==> src/design/sensor_fault_debounce_hold_defines.svh <==
// Assertion macros shared by the sensor fault debounce design.
// No dependencies; included by files that carry concurrent assertions.
`ifndef SENSOR_FAULT_DEBOUNCE_HOLD_DEFINES_SVH
`define SENSOR_FAULT_DEBOUNCE_HOLD_DEFINES_SVH

// Same-cycle implication, disabled while reset is asserted
`define SFDH_ASSERT_NOW(lbl, clk, rst_n, ante, cons) \
  lbl: assert property (@(posedge clk) disable iff (!rst_n) (ante) |-> (cons)) \
    else $error("sfdh assertion failed");

// Next-cycle implication, disabled while reset is asserted
`define SFDH_ASSERT_NEXT(lbl, clk, rst_n, ante, cons) \
  lbl: assert property (@(posedge clk) disable iff (!rst_n) (ante) |=> (cons)) \
    else $error("sfdh assertion failed");

`endif

==> src/design/sfdh_pkg.sv <==
// Package for the sensor fault debounce and hold block: constants,
// register indexes and the control structs between its modules. No dependencies.
package sfdh_pkg;

  localparam int CHANNELS_DEF  = 8;
  localparam int TEMP_BITS_DEF = 16;

  localparam int CFG_IDX_W  = 1;
  localparam int CFG_DATA_W = 16;

  localparam logic [7:0]        ERR_NONE        = 8'h00;
  localparam logic [7:0]        NO_STATUS_CODE  = 8'h08;
  localparam logic [7:0]        COUNT_MAX       = 8'hFF;
  localparam logic [7:0]        THRESHOLD_RESET = 8'd6;
  // 25.0 degC in 1/16 degC
  localparam logic signed [15:0] FALLBACK_RESET = 16'sd400;

  typedef enum logic [CFG_IDX_W-1:0] {
    REG_FAULT_THRESHOLD = 1'b0,
    REG_FALLBACK_TEMP   = 1'b1
  } cfg_reg_e;

  // Control part of one reading
  typedef struct packed {
    logic [2:0] channel;
    logic [7:0] device_status;
    logic       sample_invalid;
  } sfdh_req_t;

  // Status part of one result
  typedef struct packed {
    logic [7:0] error_code;
    logic       persistent_fault;
    logic       all_healthy;
  } sfdh_res_t;

endpackage

==> src/design/sfdh_if.sv <==
// Valid/ready channel interfaces for readings and results.
// Depends on nothing; the width parameter matches the top level's TEMP_BITS.
interface sfdh_in_if #(
  parameter int TEMP_BITS = 16
);
  logic                        valid;
  logic                        ready;
  logic [2:0]                  channel;
  logic signed [TEMP_BITS-1:0] temperature_in;
  logic [7:0]                  device_status;
  logic                        sample_invalid;

  modport source (output valid, channel, temperature_in, device_status, sample_invalid,
                  input ready);
  modport sink   (input valid, channel, temperature_in, device_status, sample_invalid,
                  output ready);
endinterface

interface sfdh_out_if #(
  parameter int TEMP_BITS = 16
);
  logic                        valid;
  logic                        ready;
  logic signed [TEMP_BITS-1:0] temperature_out;
  logic [7:0]                  error_code;
  logic                        persistent_fault;
  logic                        all_healthy;

  modport source (output valid, temperature_out, error_code, persistent_fault, all_healthy,
                  input ready);
  modport sink   (input valid, temperature_out, error_code, persistent_fault, all_healthy,
                  output ready);
endinterface

==> src/design/sfdh_chan_regs.sv <==
// Per-channel state (held temperature, bad count, fault mask) and the
// read-modify-write that evaluates one reading. Uses sfdh_pkg.
module sfdh_chan_regs import sfdh_pkg::*; #(
  parameter int CHANNELS  = CHANNELS_DEF,
  parameter int TEMP_BITS = TEMP_BITS_DEF
) (
  input  logic                        clk_i,
  input  logic                        rst_ni,
  input  logic [7:0]                  fault_threshold_i,
  input  logic signed [TEMP_BITS-1:0] fallback_temp_i,
  input  logic                        commit_i,
  input  sfdh_req_t                   req_i,
  input  logic signed [TEMP_BITS-1:0] temp_i,
  output logic signed [TEMP_BITS-1:0] temp_o,
  output sfdh_res_t                   res_o
);

  localparam int CH_IDX_W = (CHANNELS > 1) ? $clog2(CHANNELS) : 1;

  logic signed [TEMP_BITS-1:0] held_temp_q [CHANNELS];
  logic [CHANNELS-1:0]         has_valid_q;
  logic [7:0]                  bad_count_q [CHANNELS];
  logic [CHANNELS-1:0]         fault_mask_q, fault_mask_d;

  logic                in_range;
  logic [CH_IDX_W-1:0] idx;
  logic                good;
  logic [7:0]          count_inc;
  logic                set_fault;

  // Decode the reading
  assign in_range = (32'(req_i.channel) < CHANNELS);
  assign idx      = CH_IDX_W'(req_i.channel);
  assign good     = !req_i.sample_invalid && (req_i.device_status == ERR_NONE);

  // Saturating count and threshold compare
  assign count_inc = (bad_count_q[idx] == COUNT_MAX) ? COUNT_MAX : bad_count_q[idx] + 8'd1;
  assign set_fault = (count_inc >= fault_threshold_i);

  // Updated fault mask
  always_comb begin
    fault_mask_d = fault_mask_q;
    if (in_range) begin
      if (good) begin
        fault_mask_d[idx] = 1'b0;
      end else if (set_fault) begin
        fault_mask_d[idx] = 1'b1;
      end
    end
  end

  // Result of this reading
  always_comb begin
    if (!in_range) begin
      temp_o               = fallback_temp_i;
      res_o.error_code     = NO_STATUS_CODE;
      res_o.persistent_fault = 1'b0;
    end else if (good) begin
      temp_o               = temp_i;
      res_o.error_code     = ERR_NONE;
      res_o.persistent_fault = 1'b0;
    end else begin
      temp_o               = has_valid_q[idx] ? held_temp_q[idx] : fallback_temp_i;
      res_o.error_code     = (req_i.device_status != ERR_NONE) ? req_i.device_status
                                                               : NO_STATUS_CODE;
      res_o.persistent_fault = fault_mask_d[idx];
    end
    res_o.all_healthy = (fault_mask_d == '0);
  end

  // Control state: counts, valid flags, fault mask
  always_ff @(posedge clk_i or negedge rst_ni) begin
    if (!rst_ni) begin
      has_valid_q  <= '0;
      fault_mask_q <= '0;
      for (int i = 0; i < CHANNELS; i++) begin
        bad_count_q[i] <= '0;
      end
    end else if (commit_i && in_range) begin
      fault_mask_q <= fault_mask_d;
      if (good) begin
        has_valid_q[idx] <= 1'b1;
        bad_count_q[idx] <= '0;
      end else begin
        bad_count_q[idx] <= count_inc;
      end
    end
  end

  // Held temperatures; read only once the valid flag is set
  always_ff @(posedge clk_i) begin
    if (commit_i && in_range && good) begin
      held_temp_q[idx] <= temp_i;
    end
  end

endmodule

==> src/design/sensor_fault_debounce_hold.sv <==
// Sensor fault debounce and hold: takes one reading per transaction, one
// transaction per clock cycle while the output is not stalled, and returns
// one result per reading from the output register. The reading lands in
// an input register; the per-channel state is then read, updated and written
// back while the result is loaded into the output register, so consecutive
// readings of the same channel see each other's effects with no bubbles. A
// stalled output holds its result while one more reading waits in the input
// register. Registers: index 0 fault threshold, index 1 fallback temperature
// (returned by channels with no good reading yet, effective at once).
`include "sensor_fault_debounce_hold_defines.svh"

module sensor_fault_debounce_hold import sfdh_pkg::*; #(
  parameter int CHANNELS  = CHANNELS_DEF,
  parameter int TEMP_BITS = TEMP_BITS_DEF
) (
  input  logic                  clk_i,
  input  logic                  rst_ni,
  input  logic                  cfg_we_i,
  input  logic [CFG_IDX_W-1:0]  cfg_idx_i,
  input  logic [CFG_DATA_W-1:0] cfg_data_i,
  sfdh_in_if.sink               sample_i,
  sfdh_out_if.source            result_o
);

  logic [7:0]         fault_threshold_q;
  logic signed [15:0] fallback_temp_q;

  logic                        s1_valid_q;
  sfdh_req_t                   s1_req_q;
  logic signed [TEMP_BITS-1:0] s1_temp_q;

  logic                        out_valid_q;
  logic signed [TEMP_BITS-1:0] out_temp_q;
  sfdh_res_t                   out_res_q;

  logic                        advance;
  logic                        accept;
  logic signed [TEMP_BITS-1:0] res_temp;
  sfdh_res_t                   res;

  // Configuration writes
  always_ff @(posedge clk_i or negedge rst_ni) begin
    if (!rst_ni) begin
      fault_threshold_q <= THRESHOLD_RESET;
      fallback_temp_q   <= FALLBACK_RESET;
    end else if (cfg_we_i) begin
      unique case (cfg_reg_e'(cfg_idx_i))
        REG_FAULT_THRESHOLD: fault_threshold_q <= cfg_data_i[7:0];
        REG_FALLBACK_TEMP:   fallback_temp_q   <= cfg_data_i;
        default: ;
      endcase
    end
  end

  // Handshake: the input stage moves on when the output register is free
  assign advance        = s1_valid_q && (!out_valid_q || result_o.ready);
  assign sample_i.ready = !s1_valid_q || advance;
  assign accept         = sample_i.valid && sample_i.ready;

  // Input register
  always_ff @(posedge clk_i or negedge rst_ni) begin
    if (!rst_ni) begin
      s1_valid_q <= 1'b0;
    end else if (sample_i.ready) begin
      s1_valid_q <= sample_i.valid;
    end
  end

  always_ff @(posedge clk_i) begin
    if (accept) begin
      s1_req_q.channel        <= sample_i.channel;
      s1_req_q.device_status  <= sample_i.device_status;
      s1_req_q.sample_invalid <= sample_i.sample_invalid;
      s1_temp_q               <= sample_i.temperature_in;
    end
  end

  // Channel state and evaluation
  sfdh_chan_regs #(
    .CHANNELS  (CHANNELS),
    .TEMP_BITS (TEMP_BITS)
  ) u_chan_regs (
    .clk_i             (clk_i),
    .rst_ni            (rst_ni),
    .fault_threshold_i (fault_threshold_q),
    .fallback_temp_i   (TEMP_BITS'(fallback_temp_q)),
    .commit_i          (advance),
    .req_i             (s1_req_q),
    .temp_i            (s1_temp_q),
    .temp_o            (res_temp),
    .res_o             (res)
  );

  // Output register
  always_ff @(posedge clk_i or negedge rst_ni) begin
    if (!rst_ni) begin
      out_valid_q <= 1'b0;
    end else if (advance) begin
      out_valid_q <= 1'b1;
    end else if (result_o.ready) begin
      out_valid_q <= 1'b0;
    end
  end

  always_ff @(posedge clk_i) begin
    if (advance) begin
      out_temp_q <= res_temp;
      out_res_q  <= res;
    end
  end

  assign result_o.valid            = out_valid_q;
  assign result_o.temperature_out  = out_temp_q;
  assign result_o.error_code       = out_res_q.error_code;
  assign result_o.persistent_fault = out_res_q.persistent_fault;
  assign result_o.all_healthy      = out_res_q.all_healthy;

  // Checks
  `SFDH_ASSERT_NOW(a_good_no_fault, clk_i, rst_ni, result_o.valid && (result_o.error_code == ERR_NONE), !result_o.persistent_fault)
  `SFDH_ASSERT_NOW(a_fault_not_healthy, clk_i, rst_ni, result_o.valid && result_o.persistent_fault, !result_o.all_healthy)
  `SFDH_ASSERT_NOW(a_full_blocks_input, clk_i, rst_ni, s1_valid_q && out_valid_q && !result_o.ready, !sample_i.ready)
  `SFDH_ASSERT_NEXT(a_advance_fills_out, clk_i, rst_ni, advance, result_o.valid)

endmodule
==> src/flat_wrapper.sv <==
// flat-port wrapper written by rule: the top's interface ports become plain ports
module sensor_fault_debounce_hold_flat import sfdh_pkg::*;
#(
  parameter int CHANNELS  = CHANNELS_DEF,
  parameter int TEMP_BITS = TEMP_BITS_DEF
)
  (clk_i, rst_ni, cfg_we_i, cfg_idx_i, cfg_data_i, sample_i_valid, sample_i_channel, sample_i_temperature_in, sample_i_device_status, sample_i_sample_invalid, sample_i_ready, result_o_valid, result_o_temperature_out, result_o_error_code, result_o_persistent_fault, result_o_all_healthy, result_o_ready);
  sfdh_in_if #(.TEMP_BITS(TEMP_BITS)) sample_i_i ();
  sfdh_out_if #(.TEMP_BITS(TEMP_BITS)) result_o_i ();
  input  logic clk_i;
  input  logic rst_ni;
  input  logic cfg_we_i;
  input  logic [CFG_IDX_W-1:0] cfg_idx_i;
  input  logic [CFG_DATA_W-1:0] cfg_data_i;
  input wire logic [$bits(sample_i_i.valid)-1:0] sample_i_valid;
  input wire logic [$bits(sample_i_i.channel)-1:0] sample_i_channel;
  input wire logic [$bits(sample_i_i.temperature_in)-1:0] sample_i_temperature_in;
  input wire logic [$bits(sample_i_i.device_status)-1:0] sample_i_device_status;
  input wire logic [$bits(sample_i_i.sample_invalid)-1:0] sample_i_sample_invalid;
  output wire logic [$bits(sample_i_i.ready)-1:0] sample_i_ready;
  output wire logic [$bits(result_o_i.valid)-1:0] result_o_valid;
  output wire logic [$bits(result_o_i.temperature_out)-1:0] result_o_temperature_out;
  output wire logic [$bits(result_o_i.error_code)-1:0] result_o_error_code;
  output wire logic [$bits(result_o_i.persistent_fault)-1:0] result_o_persistent_fault;
  output wire logic [$bits(result_o_i.all_healthy)-1:0] result_o_all_healthy;
  input wire logic [$bits(result_o_i.ready)-1:0] result_o_ready;
  assign sample_i_i.valid = sample_i_valid;
  assign sample_i_i.channel = sample_i_channel;
  assign sample_i_i.temperature_in = sample_i_temperature_in;
  assign sample_i_i.device_status = sample_i_device_status;
  assign sample_i_i.sample_invalid = sample_i_sample_invalid;
  assign sample_i_ready = sample_i_i.ready;
  assign result_o_valid = result_o_i.valid;
  assign result_o_temperature_out = result_o_i.temperature_out;
  assign result_o_error_code = result_o_i.error_code;
  assign result_o_persistent_fault = result_o_i.persistent_fault;
  assign result_o_all_healthy = result_o_i.all_healthy;
  assign result_o_i.ready = result_o_ready;
  sensor_fault_debounce_hold #(.CHANNELS(CHANNELS), .TEMP_BITS(TEMP_BITS)) u_core (.clk_i(clk_i), .rst_ni(rst_ni), .cfg_we_i(cfg_we_i), .cfg_idx_i(cfg_idx_i), .cfg_data_i(cfg_data_i), .sample_i(sample_i_i), .result_o(result_o_i));
endmodule
==> config.mk <==
export PLATFORM = sky130hd
export DESIGN_NAME = sensor_fault_debounce_hold_flat
export DESIGN_NICKNAME = d
export VERILOG_FILES = /design/src/design/sfdh_pkg.sv /design/src/design/sfdh_if.sv /design/src/design/sfdh_chan_regs.sv /design/src/design/sensor_fault_debounce_hold.sv /design/src/flat_wrapper.sv
export VERILOG_INCLUDE_DIRS = /design/src /design/src/design
export SDC_FILE = /design/constraint.sdc
export NUM_CORES = 1
export LEC_CHECK = 0
export BUFFER_PORTS_ARGS = -buffer_cell sky130_fd_sc_hd__buf_2
export CAP_MARGIN = 25
export CORE_ASPECT_RATIO = 0.75
export CORE_MARGIN = 3
export CORE_UTILIZATION = 55
export DETAILED_ROUTE_END_ITERATION = 10
export PLACE_DENSITY_LB_ADDON = 0.2
export SYNTH_ARGS = -nofsm -noshare
export SYNTH_HDL_FRONTEND = slang
export SYNTH_HIERARCHICAL = 1
export SYNTH_SLANG_ARGS = --single-unit
==> constraint.sdc <==
create_clock -name clk_i -period 4.7 [get_ports clk_i]
set_input_delay 0.235 -clock clk_i [delete_from_list [all_inputs] [get_ports clk_i]]
set_output_delay 0.235 -clock clk_i [all_outputs]
set_load 0.02 [all_outputs]
==> key figures <==
Cells and area
  – Layout Nets: 1047
  – Diodes inserted: 0
  – Area delta synth->final: 17.2%
  – Non-filler instance count after layout: 1297
  – Layout cells sized above 1: 26.7%
  – Design Area, Final: around 14000 sq um

Drt
  – Via Count: 7773
  – Pre-Repair DR Iteration Count: 5
  – DR vias/cell: 5.99
  – Post-route ant nets: 0
  – Iteration-0 DRC Markers: 914
  – WL/cell: ~23 microns
  – Routed WL: just under 30000 microns
  – DR DRC count: 0

Place
  – Placed cell areas: 12900 sq um
  – # port buffers: 77
  – DP HPWL: 18400 microns
  – Dpl cells: between 1k and 1.5k
  – GP Congestion: 0.897

Setup path
  – Worst Reg-to-Reg Cells: 15
  – CP Buf/Inv Count: 2
  – Worst reg2reg path endpoint: u_core/result_o.all_healthy
  – Crit Reg-Reg Startpoint: u_core/s1_req_q[11]
  – CP arrival: 4720 ps
  – Critical Path RT: ~5100 ps
  – CP endpoint kind: flip-flop
  – Critical path's largest stage delay: 590 ps
  – Top Family by Delay on Critical Path: compound AO/OA/AOI/OAI gates
  – FF-to-FF setup slack: 350 ps
  – Slowest CP cell: edfxtp_1
  – Crit Path Max Fanout: 22
  – Setup Crit Path Kind: reg -> reg
  – CP startpoint kind: flip-flop
  – Crit-path cells: buf_4 -> mux2_4 -> a221o_1 -> a221o_2 -> nand2_2 -> a2bb2oi_2 -> ha_1 -> a21o_1 -> a21o_1 -> a21oi_1 -> o31ai_1 -> buf_4 -> a211oi_1 -> a31oi_1 -> nor4_1

Logic synthesis
  – Cell taking the most area after synthesis: edfxtp_1
  – Post-synth EDFFs: 182
  – Mapped Cells: 855
  – Yosys reg bits: 288
  – Most used flip-flop cell after synthesis: edfxtp_1
  – Syn Area/Cell: 14.3 sq um
  – Top cell type's share of synthesized area: 44.7%
  – Synth warnings: 6
  – Post-synth cell types: 69
  – Share of synthesized registers carrying an async set or reset: 36.8%
  – Synth Cell Area: 12200 sq um
  – Largest cells by area after synthesis: edfxtp_1, dfrtp_1, mux4_2
  – Sequential share of the synthesized area: 66.4%
  – Syn nets: 914

Clock tree
  – CTS max path bufs: 3
  – Clk_lat worst skew: 550 ps
  – Cts bufs inserted: 27
  – CTS tree: done
  – CTS root buf: clkbuf_16
  – Reg clk slew, reported paths: 70 ps
  – CTS Sinks: 288
  – # H-tree levels: 1
  – Postcts setup bufs: 0

Timing
  – Worst Skew: 13.8 ps
  – Final min period: 4350 ps
  – Hold Fails Final Rpt: 0
  – Peak Freq: around 0.23 GHz
  – Setup_tns: 0 ps
  – Hold slack: 119 ps
  – Final period utilization: 92.6%
  – RSZ-0062 raised after global routing: false
  – Worst-margin pin slew: 959 ps
  – Max-slew headroom: 35.7%
  – Finish-stage setup viols: 0
  – Slew Limit Fails: 0

Die
  – FP Rows: 46
  – Initial Util: 57.0%
  – Die Height: 135 microns
  – Area of the core: approximately 21000 sq um
  – Ports: 78
  – Die width: 178 microns
  – Die Area: 24100 sq um

Min path
  – Hold crit path type: in -> async

Pwr
  – Combinational power share: around 15%
  – Clock power share: approximately a third
  – Flop pwr share: 50.5%
  – Sw Share: 26.1%
  – Internal Power: 0.00464 W
  – Overall power: 0.00628 W
  – Pwr dens: between 400 and 500 nW/um^2
  – P_sw: 0.00164 W
  – VDD IR max: approximately 260 uV
  – Leakage: 5.63 nW

Global routing
  – First-pass GRT wire length: 46700 microns
  – Gr ovfl total: 0
  – Largest net degree at the start of global routing: a little over 70
  – Antenna violations before repair: 0
  – Vias in the first global route: 7814
  – Gr usage total: 25.6%

Run
  – Number of max-cap violations: 0

Outcome
  – Status: finished, final reports clean
## synth_stat cells, types with 8 or more instances
library cell / count
inv_1: 13
o22ai_1: 8
a22oi_1: 8
mux4_2: 24
clkbuf_1: 29
dfrtp_1: 101
edfxtp_1: 182
a21oi_1: 37
nand2_1: 90
buf_2: 9
nor2_1: 67
o21ai_0: 44
a211oi_1: 12
o21ai_1: 11
or2_2: 9
a22o_1: 18
mux2_4: 20
ha_1: 9
mux2i_1: 16
mux2_2: 28
a221oi_1: 17
## repair_timing
action,4_1_cts,5_1_grt
hold endpoints to repair,122,0
setup endpoints to repair,0,1
gates resized for setup,0,7
hold buffers,48,0
## worst register-to-register path, stage by stage (launching register included)
cell and delay [ps]:
edfxtp_1 590, buf_4 390, mux2_4 340, a221o_1 400, a221o_2 430, nand2_2 160, a2bb2oi_2 220, ha_1 280
a21o_1 170, a21o_1 170, a21oi_1 130, o31ai_1 80, buf_4 190, a211oi_1 250, a31oi_1 70, nor4_1 320
## worst max-delay path by stage
stage / startpoint / to / slack, ps / cells after the start
detailed placement: u_core/s1_req_q[11] / u_core/result_o.all_healthy / 250 / 16
global placement: u_core/s1_req_q[11] / u_core/result_o.all_healthy / 370 / 16
finish: u_core/s1_req_q[11] / u_core/result_o.all_healthy / 350 / 15
CTS: u_core/s1_req_q[11] / u_core/result_o.all_healthy / 210 / 16
global route: u_core/s1_req_q[11] / u_core/result_o.all_healthy / 30 / 16
floorplan: u_core/s1_req_q[10] / u_core/result_o.all_healthy / 800 / 18
## power groups by stage
stage	clock (W)	sequential, W	combinational, W
2_1_floorplan	0	0.00317	0.000655
3_3_place_gp	0	0.00321	0.000895
3_5_place_dp	0	0.00322	0.000910
4_1_cts	0.00218	0.00317	0.000947
5_1_grt	0.00228	0.00321	0.00107
6_report	0.00215	0.00318	0.000957
## kinds of logic (layout without fill, tap and decap cells)
| kind of cell | after synthesis | count (layout) | share of synthesized area [%] |
|---|---|---|---|
| adder cells (fa/ha/maj) | 9 | 9 | 0.921 |
| multiplexers | 91 | 91 | 11.1 |
| flip-flops | 288 | 288 | 66.4 |
| AND/OR/NAND/NOR | 213 | 213 | 8.03 |
| buffers and inverters | 66 | 220 | 2.80 |
| AO/OA/AOI/OAI | 188 | 188 | 10.7 |
## cell usage in the layout (no fill, tap or decap), types with 16 or more instances in the layout
cell           instances
a21oi_1               37
mux2_4                20
clkbuf_16             27
buf_4                 28
a221oi_1              16
mux2_2                28
dlygate4sd3_1         48
o21ai_0               44
mux2i_1               16
nand2_1               90
a22o_1                18
dfrtp_1              101
edfxtp_1             182
buf_2                 76
nor2_1                59
mux4_2                24
## per-layer routing
metal,share of wire (%),track usage [%],up-vias
met5,0,0,-
met2,42,36.4,384
li1,-,-,3490
met1,46,40.1,3853
met4,1.9,5.32,0
met3,10,7.03,46
## cell type report
cell class              instances  area, sq um
multi-input cells             501         3800
well taps                     288          360
fillers                      1519         7140
clock buffers                  42          762
repair buffers                155         1120
inverters                      15         56.3
clock inverters                 8          103
flip-flops and latches        288         8120
## through the flow
step	setup slack (ps)	util, %
after floorplan	797	-
after global placement	368	60.2
after detailed placement	251	60.2
after CTS	208	66.5
after global routing	26.9	66.8
final	346	66.8
## registers in the layout, summed over array words and instances (netlist names), 12 cells and up
| register | cells |
|---|---|
| u_core/s1_temp_q | 16 |
| u_core/u_chan_regs/bad_count_q | 64 |
| u_core/u_chan_regs/held_temp_q | 128 |
| u_core/fallback_temp_q | 16 |
| u_core/result_o.temperature_out | 16 |
| u_core/s1_req_q | 12 |
Power figures use the tool's default switching activity.
